`config.mk`:
```
export PLATFORM = sky130hd
export DESIGN_NAME = vfd_mux_refresh_with_dot_blink
export DESIGN_NICKNAME = d
export VERILOG_FILES = /design/src/rtl/vfdmr_pkg.sv /design/src/rtl/vfd_mux_refresh_with_dot_blink.sv
export SDC_FILE = /design/constraint.sdc
export NUM_CORES = 1
export LEC_CHECK = 0
export ABC_CLOCK_PERIOD_IN_PS = 5180
export BUFFER_PORTS_ARGS = -buffer_cell sky130_fd_sc_hd__buf_2
export CORE_MARGIN = 2
export CORE_UTILIZATION = 56
export DETAILED_ROUTE_END_ITERATION = 6
export GPL_ROUTABILITY_DRIVEN = 0
export GPL_TIMING_DRIVEN = 0
export PLACE_DENSITY = 0.78
export SLEW_MARGIN = 10
export SYNTH_ARGS = -nofsm -noshare
export SYNTH_HDL_FRONTEND = slang
export SYNTH_SLANG_ARGS = --single-unit
export TNS_END_PERCENT = 50
```
`constraint.sdc`:
```
create_clock -name clk_i -period 5.18 [get_ports clk_i]
set_clock_uncertainty 0.05 [all_clocks]
set_input_delay 0 -clock clk_i [delete_from_list [all_inputs] [get_ports clk_i]]
set_output_delay 0 -clock clk_i [all_outputs]
set_load 0.02 [all_outputs]
```
`src/rtl/vfdmr_pkg.sv`:
```
// package for the display multiplexer: op codes, register indexes, glyph tables
// no dependencies
`timescale 1ns / 1ps

package vfdmr_pkg;

  localparam int unsigned DigitCount = 6;
  localparam int unsigned GateCount  = DigitCount / 2;
  localparam int unsigned GlyphCodes = 32;

  localparam int unsigned OpW        = 2;
  localparam int unsigned CodeW      = 5;
  localparam int unsigned GlyphW     = 8;
  localparam int unsigned PeriodW    = 17;
  localparam int unsigned HalfW      = 15;
  localparam int unsigned BlinkW     = 16;
  localparam int unsigned RefreshW   = 8;
  localparam int unsigned WordW      = 19;
  localparam int unsigned GateW      = 2;
  localparam int unsigned CfgIndexW  = 1;
  localparam int unsigned CfgDataW   = 8;

  localparam int unsigned GateBitBase = 16;
  localparam int unsigned DotLowerBit = 7;
  localparam int unsigned DotUpperBit = 15;

  localparam logic [RefreshW-1:0] RefreshReset = 8'd5;

  typedef enum logic [OpW-1:0] {
    OP_TICK   = 2'd0,
    OP_UPDATE = 2'd1,
    OP_STOP   = 2'd2,
    OP_NONE   = 2'd3
  } op_e;

  typedef enum logic [CfgIndexW-1:0] {
    CFG_MAP_SELECT = 1'd0,
    CFG_REFRESH_MS = 1'd1
  } cfg_index_e;

  typedef logic [GateW-1:0] gate_t;

  localparam logic [GlyphW-1:0] GLYPH_MAP_A [GlyphCodes] = '{
    8'h7B, 8'h30, 8'h5D, 8'h7C, 8'h36, 8'h6E, 8'h6F, 8'h38,
    8'h7F, 8'h7E, 8'h3F, 8'h67, 8'h4B, 8'h75, 8'h4F, 8'h0F,
    8'h00, 8'h36, 8'h5D, 8'h25, 8'h20, 8'h67, 8'h67, 8'h30,
    8'h4F, 8'h6E, 8'h00, 8'h00, 8'h00, 8'h00, 8'h00, 8'h00
  };

  localparam logic [GlyphW-1:0] GLYPH_MAP_B [GlyphCodes] = '{
    8'h77, 8'h24, 8'h5D, 8'h6D, 8'h2E, 8'h6B, 8'h7B, 8'h25,
    8'h7F, 8'h6F, 8'h3F, 8'h7A, 8'h53, 8'h7C, 8'h5B, 8'h1B,
    8'h00, 8'h2E, 8'h5D, 8'h38, 8'h20, 8'h7A, 8'h7A, 8'h24,
    8'h5B, 8'h6B, 8'h00, 8'h00, 8'h00, 8'h00, 8'h00, 8'h00
  };

  function automatic logic [GlyphW-1:0] glyph(input logic sel, input logic [CodeW-1:0] code);
    glyph = sel ? GLYPH_MAP_B[code] : GLYPH_MAP_A[code];
  endfunction

endpackage

```
`src/rtl/vfd_mux_refresh_with_dot_blink.sv`:
```
// top level of the display multiplexer with blinking separator dots
// depends on vfdmr_pkg
`timescale 1ns / 1ps

// Takes one word per clock cycle on the input channel; a refresh tick while
// refresh runs yields one driver word in the following cycle, held in the output
// register until taken. The input stalls only while that register holds a
// word that the output side stalls. Blink timing, gate advance and glyph
// lookup all finish in the cycle of acceptance. Configuration writes are
// taken every cycle.
module vfd_mux_refresh_with_dot_blink
  import vfdmr_pkg::*;
(
  input  logic                       clk_i,
  input  logic                       rst_ni,
  input  logic                       cfg_valid_i,
  output logic                       cfg_ready_o,
  input  logic [CfgIndexW-1:0]       cfg_index_i,
  input  logic [CfgDataW-1:0]        cfg_data_i,
  input  logic                       in_valid_i,
  output logic                       in_stall_o,
  input  logic [OpW-1:0]             op_i,
  input  logic [CodeW-1:0]           digit0_i,
  input  logic [CodeW-1:0]           digit1_i,
  input  logic [CodeW-1:0]           digit2_i,
  input  logic [CodeW-1:0]           digit3_i,
  input  logic [CodeW-1:0]           digit4_i,
  input  logic [CodeW-1:0]           digit5_i,
  input  logic signed [PeriodW-1:0]  blink_period_ms_i,
  output logic                       out_valid_o,
  input  logic                       out_stall_i,
  output logic [WordW-1:0]           driver_word_o,
  output logic [GateW-1:0]           gate_index_o
);

  logic                 map_sel_q;
  logic [RefreshW-1:0]  refresh_q;

  logic [CodeW-1:0]     upper_q [GateCount];
  logic [CodeW-1:0]     lower_q [GateCount];

  logic                 hp_neg_q,    hp_neg_d;
  logic [HalfW-1:0]     hp_q,        hp_d;
  logic [BlinkW-1:0]    blink_q,     blink_d;
  logic                 dot_on_q,    dot_on_d;
  gate_t                gate_q,      gate_d;
  logic                 resync_q,    resync_d;
  logic                 stop_q,      stop_d;
  logic                 running_q,   running_d;
  logic                 out_valid_q, out_valid_d;
  logic [WordW-1:0]     word_q,      word_d;
  gate_t                gidx_q;

  logic                 accept;
  logic                 emit;
  logic                 store_en;
  op_e                  op;
  gate_t                g;
  logic [BlinkW-1:0]    blink_base;
  logic [BlinkW:0]      blink_sum;
  logic [BlinkW-1:0]    hp_ext;
  logic                 dot_now;

  assign cfg_ready_o = 1'b1;
  assign in_stall_o  = out_valid_q && out_stall_i;
  assign accept      = in_valid_i && !in_stall_o;
  assign op          = op_e'(op_i);

  assign out_valid_o   = out_valid_q;
  assign driver_word_o = word_q;
  assign gate_index_o  = gidx_q;

  always_ff @(posedge clk_i or negedge rst_ni) begin
    if (!rst_ni) begin
      map_sel_q <= 1'b0;
      refresh_q <= RefreshReset;
    end else if (cfg_valid_i && cfg_ready_o) begin
      case (cfg_index_e'(cfg_index_i))
        CFG_MAP_SELECT: map_sel_q <= cfg_data_i[0];
        CFG_REFRESH_MS: refresh_q <= cfg_data_i;
        default: ;
      endcase
    end
  end

  always_comb begin
    hp_neg_d    = hp_neg_q;
    hp_d        = hp_q;
    blink_d     = blink_q;
    dot_on_d    = dot_on_q;
    gate_d      = gate_q;
    resync_d    = resync_q;
    stop_d      = stop_q;
    running_d   = running_q;
    emit        = 1'b0;
    store_en    = 1'b0;
    g           = (gate_q > gate_t'(GateCount - 1)) ? '0 : gate_q;
    hp_ext      = {{(BlinkW - HalfW){1'b0}}, hp_q};
    blink_base  = resync_q ? hp_ext : blink_q;
    blink_sum   = {1'b0, blink_base} + {{(BlinkW + 1 - RefreshW){1'b0}}, refresh_q};
    dot_now     = dot_on_q;
    if (accept) begin
      case (op)
        OP_UPDATE: begin
          store_en  = 1'b1;
          hp_neg_d  = blink_period_ms_i[PeriodW-1];
          hp_d      = blink_period_ms_i[HalfW:1];
          resync_d  = 1'b1;
          running_d = 1'b1;
        end
        OP_STOP: begin
          stop_d    = 1'b1;
          running_d = 1'b0;
        end
        OP_TICK: begin
          if (stop_q) begin
            stop_d    = 1'b0;
            running_d = 1'b0;
          end else if (running_q) begin
            emit = 1'b1;
            if (hp_neg_q) begin
              dot_now = 1'b0;
            end else if (hp_q == '0) begin
              dot_now = 1'b1;
            end else begin
              resync_d = 1'b0;
              if (blink_sum[BlinkW-1:0] >= hp_ext) begin
                dot_now = !dot_on_q;
                blink_d = '0;
              end else begin
                blink_d = blink_sum[BlinkW-1:0];
              end
            end
            dot_on_d = dot_now;
            gate_d   = (g == gate_t'(GateCount - 1)) ? '0 : g + gate_t'(1);
          end
        end
        default: ;
      endcase
    end
  end

  always_comb begin
    word_d = {WordW{1'b0}};
    word_d[GlyphW +: GlyphW] = glyph(map_sel_q, upper_q[g]);
    word_d[0 +: GlyphW]      = glyph(map_sel_q, lower_q[g]);
    word_d[GateBitBase + g]  = 1'b1;
    if (dot_now && g == gate_t'(1)) word_d[DotLowerBit] = 1'b1;
    if (dot_now && g == gate_t'(2)) word_d[DotUpperBit] = 1'b1;
    out_valid_d = accept ? emit : (out_valid_q && out_stall_i);
  end

  always_ff @(posedge clk_i or negedge rst_ni) begin
    if (!rst_ni) begin
      hp_neg_q    <= 1'b0;
      hp_q        <= '0;
      blink_q     <= '0;
      dot_on_q    <= 1'b1;
      gate_q      <= '0;
      resync_q    <= 1'b0;
      stop_q      <= 1'b0;
      running_q   <= 1'b0;
      out_valid_q <= 1'b0;
    end else begin
      hp_neg_q    <= hp_neg_d;
      hp_q        <= hp_d;
      blink_q     <= blink_d;
      dot_on_q    <= dot_on_d;
      gate_q      <= gate_d;
      resync_q    <= resync_d;
      stop_q      <= stop_d;
      running_q   <= running_d;
      out_valid_q <= out_valid_d;
    end
  end

  always_ff @(posedge clk_i) begin
    if (store_en) begin
      upper_q[0] <= digit0_i;
      upper_q[1] <= digit1_i;
      upper_q[2] <= digit2_i;
      lower_q[0] <= digit3_i;
      lower_q[1] <= digit4_i;
      lower_q[2] <= digit5_i;
    end
    if (accept && emit) begin
      word_q <= word_d;
      gidx_q <= g;
    end
  end

endmodule

```
==> Implementation_results.wiki, run 1 <==
{| class="wikitable"
! Metric !! Value
|-
| Outcome || finished, final reports clean
|-
| Cell area power density || 470 nW/um^2
|-
| Antenna cells || 0
|-
| Area overhead of the layout relative to synthesis || 25.9%
|-
| Number of antenna violations at the first check in global routing || 0
|-
| Combinational group share of total power || 52.4%
|-
| Post-route fraction of the period consumed by the critical path || 92.5%
|-
| Detailed-router iteration count before antenna repair || 6
|-
| Clock latency on the worst-skew pair || 0.40 ns
|-
| X dimension of the die || 104 um
|-
| Sink Count || 97
|-
| Total DRC errors in the routed layout || 0
|-
| Worst min-delay path class || input port to flip-flop
|-
| Internal power consumption || 1920 uW
|-
| First-pass GRT wire length || 23000 um
|-
| Detail-routed via count per cell || 5.67
|-
| Worst slew slack as a fraction of its limit || 47.3%
|-
| Final setup viols || 0
|-
| Fraction of final layout cells with drive strength greater than 1 || 21.2%
|-
| Floorplan die area || 10800 um^2
|-
| Portion of the post-synthesis area used by sequential elements || 47.6%
|-
| Initial Util || 57.5%
|-
| Layout net count || 807
|-
| Number of placed instances, taps included || 766
|-
| Count of mapped cells out of synthesis || 548
|-
| Ports || 87
|-
| Count of flip-flops with a built-in enable after synthesis || 49
|-
| Unrepaired setup endpoints after global routing || no
|-
| Placeable core area || 9770 um^2
|-
| Largest net degree at the start of global routing || 49
|-
| Residual overflow from global routing || 0
|-
| Met2 wire len || 6650 um
|-
| Leading area contributor after synthesis || sky130_fd_sc_hd__edfxtp_1
|-
| Arrival time reported for the critical path endpoint || 4.90 ns
|-
| Maximum net fanout on the critical path || 17
|-
| HPWL after detailed placement || 9550 um
|-
| Top metal layer carrying routed signals || met4
|-
| Top cells by area in the synthesized netlist || sky130_fd_sc_hd__edfxtp_1 26%, sky130_fd_sc_hd__dfrtp_1 20%, sky130_fd_sc_hd__ha_1 8.2%
|-
| Remaining antenna violation count || 0
|-
| Syn_nets || 649
|-
| Distinct cells, synth || 59
|-
| Standby leakage power || 0.00311 uW
|-
| Maximum clock frequency || 209 MHz
|-
| Slew at the pin closest to its max-slew limit || 0.790 ns
|-
| Share of power burned in registers || 32.4%
|-
| Met3 routed WL || 1120 um
|-
| Site Rows || 36
|-
| Fraction of registers with async set or reset after synthesis || 49.5%
|-
| Mapped Avg Cell Area || 10.3 um^2
|-
| Final Routed Wirelength || 13800 um
|-
| Clock buffers created by TritonCTS || 9
|-
| Nature of the critical path endpoint || flip-flop
|-
| Wire length per cell || 16.3 um
|-
| Largest buffer count on any clock path || 2
|-
| Number of port buffers || 84
|-
| Routed via count || 4783
|-
| Final instance count without filler cells || 844
|-
| Die Height || 104 um
|-
| Yosys warning total || 0
|-
| Clock tree from TritonCTS || yes
|-
| Commonest cells post-synth || 68 x sky130_fd_sc_hd__nand2_1, 65 x sky130_fd_sc_hd__o21ai_0, 49 x sky130_fd_sc_hd__edfxtp_1
|-
| Peak ir drop on the vdd network || 0.282 mV
|-
| Switching power || 1400 uW
|-
| Metal-1 WL || 5550 um
|-
| Fraction of power spent switching nets || 42.2%
|-
| Level count of the clock H-tree || 3
|-
| Endpoints failing hold || 0
|-
| Vias in the first global route || 4744
|-
| Required arrival time at the worst endpoint || 5.29 ns
|-
| Total count of max-transition violations in the final report || 0
|-
| Cell area after technology mapping || 5620 um^2
|-
| Clk network pwr share || 15.1%
|-
| Startpoint type of the worst setup path || flip-flop
|-
| Total of flip-flops plus latches after synthesis || 97
|-
| Cell chosen for the clock root || sky130_fd_sc_hd__clkbuf_8
|-
| Count of routing violations after the opening detailed-route iteration || 377
|-
| Global-route usage over all layers || 26.9%
|-
| Primary flip-flop cell chosen by synthesis mapping || sky130_fd_sc_hd__edfxtp_1
|-
| Worst setup path class || flip-flop to flip-flop
|-
| Max capacitance violation total || 0
|-
| Overall power || 3320 uW
|-
| Min cycle time layout || 4.79 ns
|-
| Clock-pin slew on the worst setup and hold paths || 0.09 ns
|-
| Most frequent cell after synthesis || sky130_fd_sc_hd__nand2_1
|-
| Area share of the leading cell type in the synthesized netlist || 26.2%
|}
cell families (layout without fill, tap and decap cells):
family          Yosys count  count (layout)  share of synthesized area (%)
compound gates          165             165                           18.4
simple gates            133             133                           10.8
flops                    97              97                           47.6
buf+inv                  59             222                           4.52
mux                      42              42                           7.95
fa+ha+maj                38              38                           8.60
xor+xnor                 13              13                           2.03
other cells               1               1                         0.0668
critical path, cell delays in order (launching register included):
cell	delay, ns
sky130_fd_sc_hd__dfrtp_2	0.57
sky130_fd_sc_hd__clkbuf_4	0.32
sky130_fd_sc_hd__mux2_2	0.38
sky130_fd_sc_hd__ha_1	0.29
sky130_fd_sc_hd__a211oi_1	0.28
sky130_fd_sc_hd__o21ai_2	0.15
sky130_fd_sc_hd__o21ai_1	0.29
sky130_fd_sc_hd__nor2_1	0.09
sky130_fd_sc_hd__xnor2_1	0.13
sky130_fd_sc_hd__mux2_2	0.28
sky130_fd_sc_hd__ha_1	0.29
sky130_fd_sc_hd__a21oi_1	0.15
sky130_fd_sc_hd__nor2_1	0.05
sky130_fd_sc_hd__a211oi_1	0.28
sky130_fd_sc_hd__o21a_1	0.21
sky130_fd_sc_hd__and4_1	0.18
sky130_fd_sc_hd__buf_2	0.23
sky130_fd_sc_hd__a21oi_2	0.10
sky130_fd_sc_hd__o211a_1	0.21
metal layers:
| metal | vias to the layer above | GRT usage (%) |
|---|---|---|
| li1 | 2299 | - |
| met4 | 0 | 12.4 |
| met1 | 2214 | 34.2 |
| met2 | 230 | 44.4 |
| met3 | 40 | 5.70 |
| met5 | - | 0 |
worst paths after layout:
check                                    to  cells past startpoint  slack, ns       start
max                        driver_word_o[7]                     18       0.39    resync_q
min in group asynchronous           hp_q[8]                      2       0.09      rst_ni
max reg2reg                driver_word_o[7]                     18       0.39    resync_q
min reg2reg                      blink_q[6]                      2       0.43  blink_q[6]
max in group asynchronous          resync_q                      2       4.53      rst_ni
min                                resync_q                      4       0.05  in_valid_i
cell usage in the layout (no fill, tap or decap), drive strengths merged, types with 3 or more instances in the layout:
cell type    instances
a311oi               4
ha                  37
a31oi                4
a21oi               29
dlygate4sd3         64
dfstp                3
xor2                 5
nor2                26
a21o                 6
and4                 3
nor4                 4
buf                 98
o2bb2ai              3
edfxtp              49
a211oi               8
o21ai               71
nand2               70
mux2                21
clkbuf              22
and3                 5
and2                 4
xnor2                8
inv                 35
nor3                 4
o211ai               4
o21a                13
dfrtp               45
nand4                3
nand3                6
a22oi                5
mux2i               21
final cells by class:
| class | count | area [um^2] |
|---|---|---|
| plain buffers | 22 | 120 |
| clock buffers | 13 | 184 |
| clock inverters | 3 | 21.3 |
| fillers | 698 | 2700 |
| inverters | 35 | 131 |
| multi-input cells | 392 | 2690 |
| flip-flops and latches | 97 | 2680 |
| well taps | 133 | 166 |
| repair buffers | 149 | 1080 |
stage by stage:
stage | utilization (%) | setup WS [ns] | setup TNS [ns] | hold slack (ns) | instance area [um^2]
floorplan | - | 0.522 | 0 | -0.346 | 5620
global placement | 63.5 | -0.256 | -1.79 | 0.127 | 6200
detailed placement | 63.7 | -0.317 | -2.90 | 0.128 | 6230
CTS | 72.4 | 0.0184 | 0 | 0.0379 | 7070
global route | 72.4 | 0.0534 | 0 | 0.0803 | 7070
finish | 72.4 | 0.389 | 0 | 0.0532 | 7070
state kept, by name, indices dropped and copies added (netlist names), 2 cells and up:
| name | count |
|---|---|
| blink_q | 16 |
| driver_word_o | 18 |
| gate_q | 2 |
| hp_q | 15 |
| lower_q | 15 |
| refresh_q | 8 |
| upper_q | 15 |
what timing repair did:
item                                   in CTS  in global routing
endpoints found under the hold margin     104                  0
hold buffers                               64                  0
cloned                                      0                  0
setup endpoints to repair                  18                 18
pin swaps                                   0                  0
setup buffers                               0                  0
gates resized for setup                     2                  4
power by group through the flow:
| stage | Combinational (uW) | Sequential, uW | Clock [uW] |
|---|---|---|---|
| floorplan | 1270 | 1060 | 0 |
| global placement | 1600 | 1070 | 0 |
| detailed placement | 1670 | 1080 | 0 |
| CTS | 1720 | 1060 | 516 |
| global route | 1940 | 1090 | 545 |
| finish | 1740 | 1080 | 502 |
Note: power is estimated with default switching activity, not from simulation.
==> inputs of run 2 (changes only) <==
ABC_AREA = 0   (was unset)
ABC_CLOCK_PERIOD_IN_PS = 5200   (was 5180)
RECOVER_POWER = 100   (was unset)
clock period = 5.2 ns   (was 5.18 ns; I/O delays follow)
==> run 2 against run 1 <==
  * The flow now finishes with violations (max-capacitance violations, max-slew violations)
  * Cell area shrank 0.99%
  * Critical path depth decreased by 1
  * Sequential cell count stayed put
  * Maximum frequency down 0.82%
  * Via count grew 0.33%
  * Critical path type unchanged
  * Critical endpoint unchanged
  * Largest power group unchanged
==> Implementation_results.wiki, run 2 (synthesis results as in run 1) <==
{| class="wikitable"
! Metric !! Value
|-
| Outcome || finished, violations left
|-
| Failing checks || max-capacitance violations, max-slew violations
|-
| Launching point of the worst reg2reg path || resync_q
|-
| Count of routing violations after the opening detailed-route iteration || 390
|-
| Maximum clock frequency || 207 MHz
|-
| Total DRC errors in the routed layout || 0
|-
| Die Height || 104 um
|-
| Final instance count without filler cells || 844
|-
| Global-route usage over all layers || 26.9%
|-
| CP max stage delay || 0.57 ns
|-
| Largest net degree at the start of global routing || 49
|-
| Remaining antenna violation count || 0
|-
| Cells traversed along the worst timing path || clkbuf_4 > mux2_2 > ha_1 > fa_1 > a211oi_1 > nor2_1 > o21a_1 > nor2_1 > xnor2_1 > ha_1 > a211oi_1 > o21ai_0 > o21ai_0 > and4_1 > buf_2 > a21oi_2 > o211a_1
|-
| Number of antenna violations at the first check in global routing || 0
|-
| X dimension of the die || 104 um
|-
| Worst reg-to-reg setup slack || 0.37 ns
|-
| Fraction of final layout cells with drive strength greater than 1 || 16.2%
|-
| Floorplan die area || 10800 um^2
|-
| First-pass GRT wire length || 23000 um
|-
| Clock tree from TritonCTS || yes
|-
| Standby leakage power || 0.00301 uW
|-
| Worst slew slack as a fraction of its limit || -73.0%
|-
| Clock latency on the worst-skew pair || 0.40 ns
|-
| Count of cells along the worst register-to-register path || 17
|-
| Wire length per cell || 16.5 um
|-
| Unrepaired setup endpoints after global routing || no
|-
| Largest buffer count on any clock path || 2
|-
| Startpoint type of the worst setup path || flip-flop
|-
| Cell depth of the worst min-delay path || 4
|-
| Max FFs per register || 18
|-
| Number of filler instances in the final layout || 720
|-
| Internal power consumption || 1900 uW
|-
| DP Worst Slack || -0.297 ns
|-
| Post-CTS Setup Bufs || 0
|-
| Total count of max-transition violations in the final report || 82
|-
| Clk network pwr share || 15.2%
|-
| Routed via count || 4799
|-
| Residual overflow from global routing || 0
|-
| Antenna cells || 0
|-
| Final Routed Wirelength || 13900 um
|-
| Final Cell Area || 7000 um^2
|-
| Top library cells by usage in the layout, fill and taps aside || 70 x sky130_fd_sc_hd__nand2_1, 67 x sky130_fd_sc_hd__o21ai_0, 65 x sky130_fd_sc_hd__buf_2
|-
| HPWL after detailed placement || 9550 um
|-
| Clock-pin slew on the worst setup and hold paths || 0.09 ns
|-
| Arrival time reported for the critical path endpoint || 4.94 ns
|-
| Worst min-delay path class || input port to flip-flop
|-
| Maximum net fanout on the critical path || 17
|-
| Vias in the first global route || 4744
|-
| Worst setup path class || flip-flop to flip-flop
|-
| Number of placed instances, taps included || 766
|-
| Slew at the pin closest to its max-slew limit || 2.60 ns
|-
| Final worst-path setup slack || 0.370 ns
|-
| Initial Util || 57.5%
|-
| Site Rows || 36
|-
| Final setup viols || 0
|-
| Clock buffers created by TritonCTS || 9
|-
| Final Core Density || 71.6%
|-
| Worst hold slack || 0.0462 ns
|-
| Placeable core area || 9770 um^2
|-
| Detail-routed via count per cell || 5.69
|-
| Sink Count || 97
|-
| Placement-stage cell area || 6230 um^2
|-
| Min cycle time layout || 4.83 ns
|-
| Peak ir drop on the vdd network || 0.281 mV
|-
| Ports || 87
|-
| Nature of the critical path endpoint || flip-flop
|-
| Min-Delay Startpoint || in_valid_i
|-
| Leading cell type in the layout, fill and taps excluded || sky130_fd_sc_hd__nand2_1
|-
| Post-route fraction of the period consumed by the critical path || 92.9%
|-
| Area overhead of the layout relative to synthesis || 24.6%
|-
| Critical Path Slowest Stage Cell || sky130_fd_sc_hd__dfrtp_2
|-
| Share of power burned in registers || 32.5%
|-
| Switching power || 1400 uW
|-
| Cell chosen for the clock root || sky130_fd_sc_hd__clkbuf_8
|-
| Buffering stage count on the worst path with inverters included || 2
|-
| Detailed-router iteration count before antenna repair || 5
|-
| Combinational group share of total power || 52.4%
|-
| Hold path endpoint || resync_q
|-
| Capturing point of the worst reg2reg path || driver_word_o[7]
|-
| Cell type group with the largest total delay on the critical path || compound AO/OA/AOI/OAI gates
|-
| Fraction of power spent switching nets || 42.4%
|-
| Level count of the clock H-tree || 3
|-
| Required arrival time at the worst endpoint || 5.31 ns
|-
| Number of port buffers || 84
|-
| Max capacitance violation total || 2
|-
| Endpoints failing hold || 0
|-
| Cell area power density || 472 nW/um^2
|-
| Layout net count || 807
|}
==> run 2: how the worst max path moves through the flow <==
stage               startpoint                end  slack [ns]  depth (start not counted)
finish                resync_q   driver_word_o[7]        0.37                         17
global route          resync_q  driver_word_o[15]        0.04                         17
CTS                   resync_q   driver_word_o[7]        0.04                         19
detailed placement    resync_q   driver_word_o[7]       -0.30                         19
global placement      resync_q  driver_word_o[15]       -0.24                         19
floorplan             resync_q  driver_word_o[15]        0.54                         19
==> run 2: cell type report <==
cell class                      count  area [um^2]  share of cell area [%]
Buffer                             22          115                    1.64
Clock buffer                       13          184                    2.63
Clock inverter                      3         21.3                   0.304
Inverter                           35          131                    1.88
Multi-Input combinational cell    392         2670                    38.2
Sequential cell                    97         2680                    38.2
Tap cell                          133          166                    2.38
Timing Repair Buffer              149         1030                    14.8
==> run 2: stage by stage <==
| step | TNS, ns | power, uW |
|---|---|---|
| 2_1_floorplan | 0 | 2320 |
| 3_3_place_gp | -1.45 | 2670 |
| 3_5_place_dp | -2.54 | 2740 |
| 4_1_cts | 0 | 3290 |
| 5_1_grt | 0 | 3560 |
| 6_report | 0 | 3310 |
==> run 2: timing repair <==
action | in CTS | in global routing
setup endpoints to repair | 18 | 18
hold endpoints to repair | 104 | 0
pin swaps | 0 | 0
resized for setup | 2 | 4
hold buffers | 64 | 0
==> run 2: worst min-delay path, stage by stage <==
cell and delay, ns:
sky130_fd_sc_hd__buf_2 0.10, sky130_fd_sc_hd__nand3_1 0.09, sky130_fd_sc_hd__or2_2 0.16, sky130_fd_sc_hd__o21ai_0 0.10
==> run 2: metal layers <==
layer / vias to the layer above / wire [um] / track usage [%]
met5: - / 0 / 0
met4: 0 / 374 / 12.4
met3: 33 / 961 / 5.70
met2: 209 / 6760 / 44.4
met1: 2253 / 5800 / 34.2
li1: 2304 / - / -
==> run 2: power by group through the flow <==
stage / logic (uW) / clock network (uW) / registers (uW)
final: 1730 / 501 / 1070
after global routing: 1930 / 542 / 1090
after CTS: 1710 / 514 / 1060
after detailed placement: 1660 / 0 / 1080
after global placement: 1600 / 0 / 1070
after floorplan: 1260 / 0 / 1060
